File: config.mk
export PLATFORM = sky130hd
export DESIGN_NAME = gws_ram
export DESIGN_NICKNAME = d
export VERILOG_FILES = /design/src/rtl/gws_ram.sv
export SDC_FILE = /design/constraint.sdc
export NUM_CORES = 1
export LEC_CHECK = 0
export ABC_AREA = 1
export BUFFER_PORTS_ARGS = -buffer_cell sky130_fd_sc_hd__buf_2
export CORE_MARGIN = 2
export CORE_UTILIZATION = 38
export CTS_CLUSTER_SIZE = 16
export DETAILED_ROUTE_END_ITERATION = 8
export SLEW_MARGIN = 15
export SYNTH_ARGS = -nofsm -noshare
export SYNTH_HDL_FRONTEND = slang
export SYNTH_SLANG_ARGS = --single-unit
export TNS_END_PERCENT = 20
File: constraint.sdc
create_clock -name clk -period 1.7 [get_ports clk]
set_input_delay 0.085 -clock clk [delete_from_list [all_inputs] [get_ports clk]]
set_output_delay 0.085 -clock clk [all_outputs]
set_load 0.005 [all_outputs]
File: src/rtl/gws_ram.sv
module gws_ram #(
  parameter int WIDTH = 8,
  parameter int DEPTH = 64
) (
  input  logic                     clk,
  input  logic                     we,
  input  logic [$clog2(DEPTH)-1:0] waddr,
  input  logic [WIDTH-1:0]         wdata,
  input  logic [$clog2(DEPTH)-1:0] raddr,
  output logic [WIDTH-1:0]         rdata
);

  logic [WIDTH-1:0] mem [DEPTH] = '{default: '0};

  always_ff @(posedge clk) begin
    if (we) mem[waddr] <= wdata;
    rdata <= mem[raddr];
  end

endmodule

==> PnR_summary.wiki <==
{| class="wikitable"
! Metric !! Value
|-
| Number of H-tree branching levels || 2
|-
| Initial standard-cell utilization of the core || 0.386
|-
| Total gr overflow || 0
|-
| Clock tree sinks || 520
|-
| Critical path arrival || 1880 ps
|-
| Uppermost layer routed || met4
|-
| HP Class || input port to flip-flop
|-
| Clock slew at the register clock pins of the worst setup and hold paths || 60 ps
|-
| Path type of the worst setup path || flip-flop to flip-flop
|-
| Most frequent standard cell in the layout excluding fill and tap cells || sky130_fd_sc_hd__nand2_1
|-
| Max clock buf depth || 3
|-
| Maximum number of pins on one net before global-route repair || 86
|-
| Area of the mapped netlist || 0.0213 mm^2
|-
| Outcome || finished clean
|-
| Post-layout total power || 27.4 mW
|-
| Core footprint || about 0.055 mm^2
|-
| Number of unique standard cell types used by synthesis || 16
|-
| Clk Tree Root Cell || sky130_fd_sc_hd__clkbuf_16
|-
| Detail Route met3 WL || 4330 um
|-
| Achievable Freq || 0.715 GHz
|-
| Global-route wire length before repair || 83800 um
|-
| Worst vdd ir || 0.708 mV
|-
| Required time at the endpoint of the critical path || approximately 2200 ps
|-
| FF+latch count, synth || 520
|-
| Crit path time final || about 1400 ps
|-
| Portion of the clock cycle consumed by the worst path in the final layout || 0.823
|-
| Post-Place Cells || 2596
|-
| Routability Congestion || 0.837
|-
| Post-route setup slack || around 300 ps
|-
| Post-Synthesis Cells || 1805
|-
| DRC violation count after routing || 0
|-
| Detailed placer's ending HPWL || 31600 um
|-
| Area growth from synthesis to layout || 15.5%
|-
| Mapped Nets || 1827
|-
| Cell area after placement || 0.0229 mm^2
|-
| Cell with the largest stage delay on the worst path || sky130_fd_sc_hd__edfxtp_1
|-
| Met2 Wirelength || 25400 um
|-
| Leading cell types in the layout, fill and taps excluded || 648 x sky130_fd_sc_hd__nand2_1, 512 x sky130_fd_sc_hd__edfxtp_1, 439 x sky130_fd_sc_hd__nand3_1
|-
| Number of failing hold endpoints at the final stage || 0
|-
| Cells resized by post-CTS repair || 0
|-
| Initial antenna violation count || 1
|-
| Top-level I/O count || 30
|-
| Pins Over Slew Limit || 0
|-
| Mean area per synthesized cell || 11.8 um^2
|-
| Endpoint type of the worst setup path || flip-flop
|-
| Remaining antenna violation count after routing || 0
|-
| Power density over cell area || 1110 mW/mm^2
|-
| TritonCTS clock tree || yes
|-
| Die outline width || 241 um
|-
| Total number of vias || 14.2k
|-
| Warnings, synthesis || 0
|-
| P_leak || 8.99 nW
|-
| Sequential area share after synthesis || 0.728
|-
| Number of iterations in the first detailed-routing pass || 6
|-
| Final cell utilization of the core || 0.446
|-
| Violation count after the first detailed-routing iteration || 1594
|-
| Die area || 0.0581 mm^2
|-
| Normalized max-slew margin || 0.441
|-
| Number of global-route vias before repair || 14.0k
|-
| Met1 WL || 24300 um
|-
| Vias per inst || ~5.2
|-
| Layout net count || 1930
|-
| Clock latency of the later-clocked register in the worst-skew pair || ~600 ps
|-
| Die outline height || 241 um
|-
| Summed area of non-filler cells in the final layout || 0.0246 mm^2
|-
| Layout cells sized above 1 || 0.121
|-
| Worst Path Max Fanout || 1
|-
| Total clock buffers created by CTS || 52
|-
| WL/cell || 20.4 um
|-
| Worst Setup Start Kind || flip-flop
|-
| Pre-CTS setup slack || 52.2 ps
|-
| Aggregate routed wire length || 55200 um
|-
| Transition time at the pin with the least slew margin || between 800 and 900 ps
|-
| Count of endpoints failing setup in the final report || 0
|-
| Setup repair after global routing missed its margin || false
|-
| Worst path max stage delay || 390 ps
|-
| Overall global routing resource usage || 0.193
|-
| CP Cell Sequence || nand2_1 > nand3_1 > nand3_1 > nand2_1 > nand2_1 > nand3_1 > nand3_1 > nand2_1
|-
| Count of standard-cell rows || between 80 and 90
|-
| Number of cells in the finished layout apart from fillers || 2700
|-
| IO buf count || 29
|-
| Worst setup skew after layout || between 20 and 25 ps
|-
| Maximum Capacitance Violations || 0
|}
[worst max-delay path: cells and delay by family, from the launching register on]
family           cells  cell delay (ps)
and+or+nand+nor      8              890
DFF                  1              390
[area by class of cell]
class                   count  area, um^2
fillers                  5092       30700
flip-flops and latches    520       15500
multi-input cells        1160        4950
repair buffers            162        1480
clock buffers              71        1460
well taps                 748         936
clock inverters            25         225
inverters                  12        52.6
diodes                      2        5.00
[synthesized netlist by cell type]
cell / n / area share
sky130_fd_sc_hd__nand4_1: 9 / 0.0026
sky130_fd_sc_hd__buf_1: 10 / 0.0018
sky130_fd_sc_hd__inv_1: 10 / 0.0018
sky130_fd_sc_hd__buf_2: 37 / 0.0087
sky130_fd_sc_hd__clkbuf_1: 15 / 0.0026
sky130_fd_sc_hd__nor2_1: 56 / 0.0099
sky130_fd_sc_hd__buf_4: 14 / 0.0049
sky130_fd_sc_hd__buf_6: 35 / 0.018
sky130_fd_sc_hd__inv_2: 1 / 0.00018
sky130_fd_sc_hd__inv_6: 1 / 0.00041
sky130_fd_sc_hd__nand3_1: 439 / 0.10
sky130_fd_sc_hd__edfxtp_1: 512 / 0.72
sky130_fd_sc_hd__nor4_1: 8 / 0.0023
sky130_fd_sc_hd__nand2_1: 648 / 0.11
sky130_fd_sc_hd__dfxtp_1: 8 / 0.0075
sky130_fd_sc_hd__buf_8: 2 / 0.0014
[logic make-up (layout without fill, tap and decap cells)]
group,Yosys count,in the layout,synth area share
flops,520,520,0.728
simple gates,1160,1160,0.232
buf+inv,125,270,0.0402
other cells,0,2,0
[per-stage QoR]
| step | hold slack (ps) | setup TNS, ps |
|---|---|---|
| 6_report | 85.9 | 0 |
| 3_3_place_gp | 464 | 0 |
| 4_1_cts | 52.8 | 0 |
| 2_1_floorplan | 184 | -9670 |
| 5_1_grt | 85.2 | 0 |
| 3_5_place_dp | 457 | 0 |
[routing by layer]
| metal | vias up | GRT usage |
|---|---|---|
| li1 | 6555 | - |
| met1 | 6999 | 0.274 |
| met2 | 528 | 0.304 |
| met3 | 79 | 0.0389 |
| met4 | 0 | 0.0527 |
| met5 | - | 0 |
[sequential cells by signal, indices dropped and copies added, names as in the netlist]
| name | cells |
|---|---|
| mem | 512 |
| rdata | 8 |
[power by group]
group | switching, mW | internal (mW) | leakage (nW)
clock network | 4.79 | 6.61 | 0.835
registers | 0.0412 | 14.2 | 4.67
logic | 1.27 | 0.517 | 3.48
total | 6.10 | 21.3 | 8.99
[worst paths after layout]
path	end	slack, ps	cells after the start	startpoint
hold / removal	mem[54][1]$_DFFE_PP_	90	3	waddr[0]
setup reg to reg	rdata[7]$_DFF_P_	300	8	mem[3][7]$_DFFE_PP_
setup / recovery	rdata[7]$_DFF_P_	300	8	mem[3][7]$_DFFE_PP_
hold reg to reg	rdata[0]$_DFF_P_	780	8	mem[52][0]$_DFFE_PP_
[timing repair]
action / 4_1_cts / 5_1_grt
endpoints found under the setup margin: 0 / 0
hold endpoints to repair: 44 / 0
buffers inserted: 0 / 0
hold buffers: 6 / 0
(Power assumes the default switching activity.)
