File: config.mk
export PLATFORM = sky130hd
export DESIGN_NAME = gws_edge
export DESIGN_NICKNAME = d
export VERILOG_FILES = /design/src/rtl/gws_pkg.sv /design/src/rtl/gws_edge.sv
export SDC_FILE = /design/constraint.sdc
export NUM_CORES = 1
export LEC_CHECK = 0
export ABC_CLOCK_PERIOD_IN_PS = 1700
export BUFFER_PORTS_ARGS = -buffer_cell sky130_fd_sc_hd__buf_2
export CAP_MARGIN = 10
export CORE_MARGIN = 10
export CORE_UTILIZATION = 35
export DETAILED_ROUTE_END_ITERATION = 8
export PLACE_DENSITY = 0.85
export SYNTH_ARGS = -nofsm -noshare
export SYNTH_HDL_FRONTEND = slang
export SYNTH_SLANG_ARGS = --single-unit
File: constraint.sdc
create_clock -name vclk -period 1.7
set_input_delay 0.085 -clock vclk [all_inputs]
set_output_delay 0.085 -clock vclk [all_outputs]
set_load 0.05 [all_outputs]
File: src/rtl/gws_pkg.sv
package gws_pkg;

  localparam int NODE_COUNT_DEF   = 4096;
  localparam int MAX_WORD_LEN_DEF = 16;
  localparam int SYMBOL_COUNT     = 27;
  localparam int SYM_W            = 5;

  localparam logic [SYM_W-1:0] DELIM_SYM = 5'd26;
  localparam logic [SYM_W-1:0] LAST_LETTER_SYM = 5'd25;

  localparam logic [7:0] CHAR_A    = 8'h41;
  localparam logic [7:0] CHAR_LA   = 8'h61;
  localparam logic [7:0] CASE_GAP  = 8'd32;

  localparam logic [1:0] K_BUILD  = 2'd0;
  localparam logic [1:0] K_LOOKUP = 2'd1;
  localparam logic [1:0] K_CLEAR  = 2'd2;
  localparam logic [1:0] K_NONE   = 2'd3;

  typedef struct packed {
    logic [1:0] kind;
    logic [7:0] char_code;
    logic       last_letter;
  } req_t;

  typedef struct packed {
    logic        found;
    logic        store_full;
    logic        word_too_long;
    logic [12:0] nodes_used;
  } rsp_t;

  typedef struct packed {
    logic             valid;
    logic [SYM_W-1:0] sym;
  } letter_t;

  function automatic letter_t letter_symbol(input logic [7:0] code);
    logic [7:0] c;
    letter_t    r;
    c = code;
    r = '0;
    if (c >= CHAR_LA && c <= CHAR_LA + 8'(LAST_LETTER_SYM)) c = c - CASE_GAP;
    if (c >= CHAR_A && c <= CHAR_A + 8'(LAST_LETTER_SYM)) begin
      r.valid = 1'b1;
      r.sym   = SYM_W'(c - CHAR_A);
    end
    return r;
  endfunction

endpackage

File: src/rtl/gws_edge.sv
module gws_edge #(
  parameter int NODE_W = 12,
  parameter int CNT_W  = 13
) (
  input  logic [NODE_W-1:0]               child,
  input  logic [NODE_W+gws_pkg::SYM_W:0]  info,
  input  logic [NODE_W-1:0]               node,
  input  logic [gws_pkg::SYM_W-1:0]       sym,
  input  logic [CNT_W-1:0]                next_free,
  output logic                            hit
);
  import gws_pkg::*;

  // a pointer counts only if its target was allocated under this very slot
  assign hit = (child != '0) && (CNT_W'(child) < next_free) &&
               (info[NODE_W+SYM_W:SYM_W+1] == node) && (info[SYM_W:1] == sym);

endmodule

==> results.py, run 1 <==
metrics = {
    "cells_and_area": {
        "design_area_um2": 925,
        "drive_above_1_share_pct": 53.8,
        "final_nets": 203,
        "seq_cell_count": 0,
        "num_antenna_cells": 0,
        "fillers": 105,
        "multiInputGateArea_um2": 502,
        "final_common_cell": "buf_2",
        "num-clock-buffers": 0,
        "fin_util_pct": 69.3,
        "final_cell_mix": "buf_2, xor2_1, inv_1, ha_1, nor4_1",
        "areaGrowthSynthToFinish_pct": 83.4,
        "seqCellArea_um2": 0,
    },
    "sta": {
        "worstMarginPinSlew_ps": 312,
        "hold_viol_final": 0,
        "slew_viol_final": 0,
        "period_share_pct": 100,
        "worst_slack_ps": -2.24,
        "worst_slew_margin_rel_pct": 79.0,
        "setup_viol": 1,
        "rsz0062_at_grt": "true",
        "fin_hold_ws_ps": 727,
        "period_minus_slack_ps": 1700,
        "fmax_mhz": 587,
    },
    "detailed_routing": {
        "ant_nets": 0,
        "drtIter0Drc": 5,
        "wire_per_inst_um": 13.3,
        "via_per_inst": 4.79,
        "drc": 0,
        "dr.pass1.iters": 4,
        "vias": 694,
        "routed_wl_mm": 1.93,
    },
    "worst_setup_path": {
        "worstPathRequired_ps": 1620,
        "crit_type": "input port to primary output",
        "worst_setup_path_end_kind": "primary output",
        "path_cells": "buf_8 > inv_12 > ha_4 > a21o_1 > a21o_1 > a221o_1 > a2111oi_4 > buf_6",
        "slowest_delay_ps": 370,
        "start_kind": "input port",
        "path_max_fanout": 2,
        "crit_buf_inv": 3,
        "cp_top_family": "compound AO/OA/AOI/OAI gates",
        "arrival_ps": 1620,
        "cp_common_cell": "a21o_1",
        "slowest_stage": "a221o_1",
    },
    "placement": {
        "dpl-instance-area_um2": 903,
        "dp_hpwl_mm": 1.83,
        "port_buffers": 60,
        "gp_congestion": 0.768,
    },
    "status": {
        "violations": "setup timing",
        "status": "finished with violations",
    },
    "power_and_ir_drop": {
        "peakVddDrop_mv": 0.0965,
        "p_leak_nw": 0.528,
        "power_density_nw_per_um2": 205,
        "p_sw_share_pct": 41.9,
        "internal-power_mw": 0.110,
        "pwr-share-clk_pct": 0,
        "power_frac_comb_pct": 100.0,
        "p_seq_share_pct": 0,
        "switchingPower_mw": 0.0793,
    },
    "grt": {
        "antenna_found_initial": 0,
        "grt_overflow": 0,
        "grt_use_total_pct": 10.9,
        "grt_max_degree": 4,
        "grt_pass1_vias": 769,
        "grt_pass1_wl_mm": 3.17,
    },
    "die": {
        "start_util_pct": 37.8,
        "die_h_um": 58.0,
        "std_cell_rows": 13,
        "dieArea_um2": 3360,
        "io_pins": 61,
        "fp.coreArea_um2": 1330,
        "die_x_um": 58.0,
    },
    "min_path": {
        "hold_class": "input port to primary output",
    },
    "logic_synthesis": {
        "yosysWarnings": 0,
        "synth_seq_area_share_pct": 0,
        "synthCells": 66,
        "synth_cell_types": 18,
        "netlist_area_um2": 504,
        "syn_avg_cell_area_um2": 7.64,
        "synth_fp_nets": 137,
    },
    "cts": {
        "hold_buffers": 0,
        "post_cts.repair.setup_buffers": 0,
    },
    "run": {
        "maxCapViolCount": 0,
    },
}
==> metrics by stage <==
stage               setup TNS (ps)  setup WS, ps  power (mW)  instances
floorplan                    -92.3         -92.3      0.0837         66
global route                 -84.2         -84.2       0.215        145
CTS                          -4.08         -4.08       0.189        145
detailed placement            -186          -186       0.185        145
finish                       -2.24         -2.24       0.189        145
global placement              -167          -167       0.179        145
==> cells by family after synthesis <==
group,synth area share (%)
buf+inv,8.93
compound gates,15.4
fa+ha+maj,27.3
simple gates,18.9
xor+xnor,29.5
==> area by class of cell <==
class / instances / share of cell area [%]
Tap cell: 15 / 2.03
Timing Repair Buffer: 64 / 37.5
Multi-Input combinational cell: 54 / 54.3
Inverter: 12 / 6.22
==> synth_stat cells, drive strengths merged <==
library cell  number  area, um^2
a221o              1        10.0
and4b              1        10.0
a21oi              2        10.0
nor4               6        37.5
or3                1        6.26
nor3b              1        7.51
ha                11         138
inv               12        45.0
nand2              1        3.75
o21ai              4        20.0
a2111oi            1        15.0
nor3               1        5.00
xor2              17         149
a21o               2        15.0
nand4              1        6.26
a211oi             1        7.51
nand3              2        10.0
nand4b             1        8.76
==> power groups by stage <==
stage / Clock [mW] / Combinational (mW) / Sequential [mW]
3_3_place_gp: 0 / 0.179 / 0
4_1_cts: 0 / 0.189 / 0
5_1_grt: 0 / 0.215 / 0
6_report: 0 / 0.189 / 0
2_1_floorplan: 0 / 0.0837 / 0
3_5_place_dp: 0 / 0.185 / 0
==> final timing paths <==
| path | startpoint | to | slack (ps) | cells after the start |
|---|---|---|---|---|
| min | node[9] | hit | 730 | 5 |
| max | next_free[6] | hit | -2 | 8 |
==> repair_timing <==
item                       CTS  global route
setup endpoints to repair    1             1
gates resized for setup      5             3
pin swaps                    2             0
==> routing by layer <==
metal,part of all wire (%),vias up,routed length (um),track usage [%]
met2,58,24,1120,23.0
li1,-,367,-,-
met3,5.2,0,101,1.74
met4,0,0,0,0
met1,37,303,705,11.1
met5,0,-,0,0
Note: power is estimated with default switching activity, not from simulation.
==> inputs of run 2 (changes only) <==
--- a/config.mk
+++ b/config.mk
@@ -5,13 +5,13 @@
 export SDC_FILE = /design/constraint.sdc
 export NUM_CORES = 1
 export LEC_CHECK = 0
-export ABC_CLOCK_PERIOD_IN_PS = 1700
+export ABC_CLOCK_PERIOD_IN_PS = 2100
 export BUFFER_PORTS_ARGS = -buffer_cell sky130_fd_sc_hd__buf_2
 export CAP_MARGIN = 10
 export CORE_MARGIN = 10
-export CORE_UTILIZATION = 35
+export CORE_UTILIZATION = 37
 export DETAILED_ROUTE_END_ITERATION = 8
-export PLACE_DENSITY = 0.85
+export PLACE_DENSITY = 0.89
 export SYNTH_ARGS = -nofsm -noshare
 export SYNTH_HDL_FRONTEND = slang
 export SYNTH_SLANG_ARGS = --single-unit
==> constraint.sdc (replaced) <==
create_clock -name vclk -period 2.1
set_input_delay 0.105 -clock vclk [all_inputs]
set_output_delay 0.105 -clock vclk [all_outputs]
set_load 0.05 [all_outputs]
==> run 2 against run 1 <==
The run now ends clean; wire length decreased by 1.0%; utilization down 4.3 points; power is 28% lower.
==> results.py, run 2 (same netlist as run 1, synthesis figures left out) <==
metrics = {
    "status": {
        "status": "complete, no violations",
    },
    "sta": {
        "worstMarginPinSlew_ps": 317,
        "tns_ps": 0,
        "rsz0062_at_grt": "false",
        "fmax_mhz": 510,
        "hold_viol_final": 0,
        "setup_viol": 0,
        "slew_viol_final": 0,
        "period_share_pct": 93.4,
        "period_minus_slack_ps": 1960,
        "worst_slew_margin_rel_pct": 78.7,
    },
    "detailed_routing": {
        "dr.pass1.iters": 4,
        "drc": 0,
        "routed_wl_mm": 1.91,
        "via_per_inst": 4.77,
        "wl_met2_um": 997,
        "vias": 673,
        "ant_nets": 0,
        "drtIter0Drc": 6,
        "wl_met1_um": 756,
        "wire_per_inst_um": 13.5,
        "wl_met3_um": 152,
        "highest_layer": "met3",
    },
    "cells_and_area": {
        "seqCellArea_um2": 0,
        "final_cell_mix": "buf_2, xor2_1, inv_1, ha_1, nor4_1",
        "num_antenna_cells": 0,
        "final_common_cell": "buf_2",
        "drive_above_1_share_pct": 48.4,
        "areaGrowthSynthToFinish_pct": 65.8,
        "num-clock-buffers": 0,
        "fin_util_pct": 65.0,
        "multiInputGateArea_um2": 472,
        "final_nets": 199,
        "fillers": 109,
        "seq_cell_count": 0,
    },
    "min_path": {
        "min_from": "node[9]",
        "hold_class": "input port to primary output",
        "hold_end": "hit",
        "hold_depth": 5,
    },
    "die": {
        "die_h_um": 56.9,
        "start_util_pct": 39.2,
        "die_x_um": 56.9,
        "io_pins": 61,
        "dieArea_um2": 3240,
        "fp.coreArea_um2": 1280,
        "std_cell_rows": 13,
    },
    "cts": {
        "hold_buffers": 0,
        "ctsResizeCount": 0,
        "post_cts.repair.setup_buffers": 0,
    },
    "power_and_ir_drop": {
        "power_density_nw_per_um2": 164,
        "peakVddDrop_mv": 0.0859,
        "p_leak_nw": 0.501,
    },
    "worst_setup_path": {
        "path_cells": "buf_2 > ha_1 > a21o_1 > a21o_1 > a221o_1 > a2111oi_4 > buf_2",
        "worstPathRequired_ps": 2000,
        "slowest_stage": "a221o_1",
        "crit_type": "input port to primary output",
        "path_max_fanout": 2,
        "arrival_ps": 1860,
        "slowest_delay_ps": 370,
        "start_kind": "input port",
        "worst_setup_path_end_kind": "primary output",
    },
    "grt": {
        "grt_overflow": 0,
        "grt_max_degree": 4,
        "grt_pass1_vias": 716,
        "grt_pass1_wl_mm": 2.84,
        "grt_use_total_pct": 9.96,
        "antenna_found_initial": 0,
    },
    "placement": {
        "port_buffers": 60,
        "dp_hpwl_mm": 1.84,
        "gp_congestion": 0.821,
    },
    "run": {
        "maxCapViolCount": 0,
    },
}
run 2: cell types whose count changed in the layout (fill, tap and decap cells not counted), sizes merged:
| cell | delta |
|---|---|
| buf | -4 |
run 2: metal layers:
layer  global-route usage, %  vias to the layer above
met3                    3.15                        0
met2                    18.9                       29
met1                    11.0                      287
li1                        -                      357
met5                       0                        -
met4                       0                        0
run 2: critical path: cells and delay by family:
kind	cells	cell delay, ps
buffers and inverters	2	430
adders and majority gates	1	320
AOI/OAI and AO/OA	4	1010
run 2: how the worst max path moves through the flow:
stage / to / from / slack [ps] / cells past startpoint
5_1_grt: hit / child[4] / 20 / 7
2_1_floorplan: hit / next_free[6] / 180 / 6
4_1_cts: hit / child[6] / 140 / 7
3_5_place_dp: hit / child[6] / 140 / 7
3_3_place_gp: hit / child[6] / 170 / 7
6_report: hit / child[6] / 140 / 7
run 2: per-stage QoR:
stage               power, mW  instances  hold slack, ps  cell area [um^2]  setup slack, ps
floorplan              0.0628         66             548               517              181
global placement        0.130        141             821               836              171
detailed placement      0.137        141             832               836              138
CTS                     0.138        141             833               836              136
global route            0.155        141             865               836             20.5
finish                  0.137        141             826               836              139
run 2: power breakdown:
part,leakage (nW),switching (mW),total (mW),internal (mW)
Combinational,0.501,0.0597,0.137,0.0770
Sequential,0,0,0,0
Clock,0,0,0,0
run 2: layout make-up:
type               instances  share of cell area [%]
multi-input cells         54                    56.4
repair buffers            60                    35.9
inverters                 12                    5.39
well taps                 15                    2.25
==> inputs of run 3 (changes only) <==
--- a/config.mk
+++ b/config.mk
@@ -5,13 +5,14 @@
 export SDC_FILE = /design/constraint.sdc
 export NUM_CORES = 1
 export LEC_CHECK = 0
+export ABC_AREA = 1
 export ABC_CLOCK_PERIOD_IN_PS = 2100
 export BUFFER_PORTS_ARGS = -buffer_cell sky130_fd_sc_hd__buf_2
 export CAP_MARGIN = 10
 export CORE_MARGIN = 10
-export CORE_UTILIZATION = 37
+export CORE_UTILIZATION = 42
 export DETAILED_ROUTE_END_ITERATION = 8
-export PLACE_DENSITY = 0.89
+export PLACE_DENSITY = 0.9
 export SYNTH_ARGS = -nofsm -noshare
 export SYNTH_HDL_FRONTEND = slang
 export SYNTH_SLANG_ARGS = --single-unit
==> run 3 against run 2 <==
Sequential cell count unchanged; sequential share of layout area unchanged; setup slack improved by 510 ps; critical path depth increased by 3; non-clock buffer count unchanged; fmax increased by 35%; synthesized cell count increased by 94%; via count increased by 32%; synthesized area increased by 30%; power increased by 17%; global-route usage increased by 1.3 points; largest power group unchanged; highest routed layer unchanged.
==> results.py, run 3 <==
metrics = {
    "worst_setup_path": {
        "path_cells": "buf_2 > ha_1 > nand3_1 > nand2_1 > nor2_1 > nand2_1 > nor2_2 > nand2_1 > nor2_1 > buf_2",
        "slowest_stage": "ha_1",
        "arrival_ps": 1350,
        "start_kind": "input port",
        "worst_setup_path_end_kind": "primary output",
        "worstPathRequired_ps": 2000,
        "slowest_delay_ps": 330,
        "path_max_fanout": 3,
        "crit_type": "input port to primary output",
        "cp_common_cell": "nand2_1",
    },
    "cells_and_area": {
        "final_common_cell": "buf_2",
        "final_nets": 261,
        "instances_no_fill": 204,
        "drive_above_1_share_pct": 34.0,
        "final_cell_mix": "buf_2, nand2_1, inv_1, nor2_1, ha_1",
        "seqCellArea_um2": 0,
        "num-clock-buffers": 0,
        "areaGrowthSynthToFinish_pct": 48.9,
        "design_area_um2": 975,
        "multiInputGateArea_um2": 523,
        "seq_cell_count": 0,
        "fillers": 151,
        "num_antenna_cells": 0,
        "fin_util_pct": 65.5,
    },
    "detailed_routing": {
        "drtIter0Drc": 13,
        "drc": 0,
        "routed_wl_mm": 2.08,
        "ant_nets": 0,
        "wire_per_inst_um": 10.2,
        "dr.pass1.iters": 4,
        "vias": 891,
        "via_per_inst": 4.37,
    },
    "power_and_ir_drop": {
        "switchingPower_mw": 0.0751,
        "p_leak_nw": 0.681,
        "peakVddDrop_mv": 0.0869,
        "power_density_nw_per_um2": 163,
        "fin_total_pwr_mw": 0.159,
        "p_seq_share_pct": 0,
        "internal-power_mw": 0.0842,
        "p_sw_share_pct": 47.1,
        "pwr-share-clk_pct": 0,
        "power_frac_comb_pct": 100.0,
    },
    "placement": {
        "placedCellCount": 204,
        "dp_hpwl_mm": 2.00,
        "dpl-instance-area_um2": 975,
        "port_buffers": 60,
        "dp_slack_ps": 645,
        "gp_congestion": 0.700,
    },
    "logic_synthesis": {
        "synthAdderAreaFrac_pct": 21.0,
        "synthMuxAreaShare_pct": 0,
        "synthCells": 128,
        "netlist.area_leader.share_pct": 23.5,
        "yosys.area.top_type": "nand2_1",
        "synth-compound-area-share_pct": 4.21,
        "yosysMostFrequentCell": "nand2_1",
        "synth_top_family_by_area": "simple AND/OR/NAND/NOR gates",
        "yosysWarnings": 0,
        "synth_fp_nets": 199,
        "synth.area.top_cells": "nand2_1, ha_1, inv_1, nor2_1, xnor2_1",
        "synth_common_cells": "nand2_1, inv_1, nor2_1, ha_1, xnor2_1",
        "synth_cell_types": 14,
        "synthXorXnorAreaFrac_pct": 12.0,
        "netlist_area_um2": 654,
        "yosys.area_share.simple_pct": 42.6,
        "syn_avg_cell_area_um2": 5.11,
        "synth_seq_area_share_pct": 0,
    },
    "cts": {
        "post_cts.repair.setup_buffers": 0,
        "hold_buffers": 0,
        "ctsResizeCount": 0,
    },
    "die": {
        "fp.coreArea_um2": 1490,
        "die_x_um": 59.5,
        "std_cell_rows": 14,
        "dieArea_um2": 3540,
        "start_util_pct": 43.9,
        "die_h_um": 59.5,
        "io_pins": 61,
    },
    "grt": {
        "grt_use_total_pct": 11.2,
        "antenna_found_initial": 0,
        "grt_pass1_vias": 939,
        "grt_max_degree": 5,
        "grt_pass1_wl_mm": 3.44,
        "grt_overflow": 0,
    },
    "run": {
        "maxCapViolCount": 0,
    },
    "sta": {
        "worstMarginPinSlew_ps": 263,
        "hold_viol_final": 0,
        "worst_slew_margin_rel_pct": 82.6,
        "setup_viol": 0,
        "tns_ps": 0,
        "fin_hold_ws_ps": 816,
        "period_share_pct": 69.1,
        "fmax_mhz": 689,
        "rsz0062_at_grt": "false",
        "period_minus_slack_ps": 1450,
        "slew_viol_final": 0,
        "worst_slack_ps": 649,
    },
    "min_path": {
        "hold_class": "input port to primary output",
    },
    "status": {
        "status": "complete, no violations",
    },
}
==> run 3: cells by family (layout without fill, tap and decap cells) <==
family                     after synthesis  after routing
and+or+nand+nor                         68             68
buffers and inverters                   35             95
adders and majority gates               11             11
xor gates and xnor gates                 9              9
AOI/OAI and AO/OA                        5              5
==> run 3: per-layer routing <==
| metal | global-route usage (%) | part of all wire [%] |
|---|---|---|
| met4 | 0.328 | 0 |
| met5 | 0 | 0 |
| met3 | 4.72 | 12 |
| met1 | 11.1 | 38 |
| met2 | 22.0 | 50 |
==> run 3: cell type report <==
type / instances / area share [%]
repair buffers: 60 / 30.8
multi-input cells: 93 / 53.7
inverters: 35 / 13.5
well taps: 16 / 2.05
==> run 3: power by group through the flow <==
stage	clock network [mW]	logic [mW]	registers (mW)
finish	0	0.159	0
CTS	0	0.162	0
global route	0	0.186	0
global placement	0	0.153	0
detailed placement	0	0.161	0
floorplan	0	0.0832	0
==> run 3: worst paths after layout <==
kind | from | cells after the start | endpoint | slack (ps)
max | child[11] | 10 | hit | 650
min | info[12] | 9 | hit | 820
==> run 3: worst max-delay path, delay by kind of cell <==
kind                     cells  cell delay (ps)
buffers and inverters        2              390
adder cells (fa/ha/maj)      1              330
AND/OR/NAND/NOR              7              510
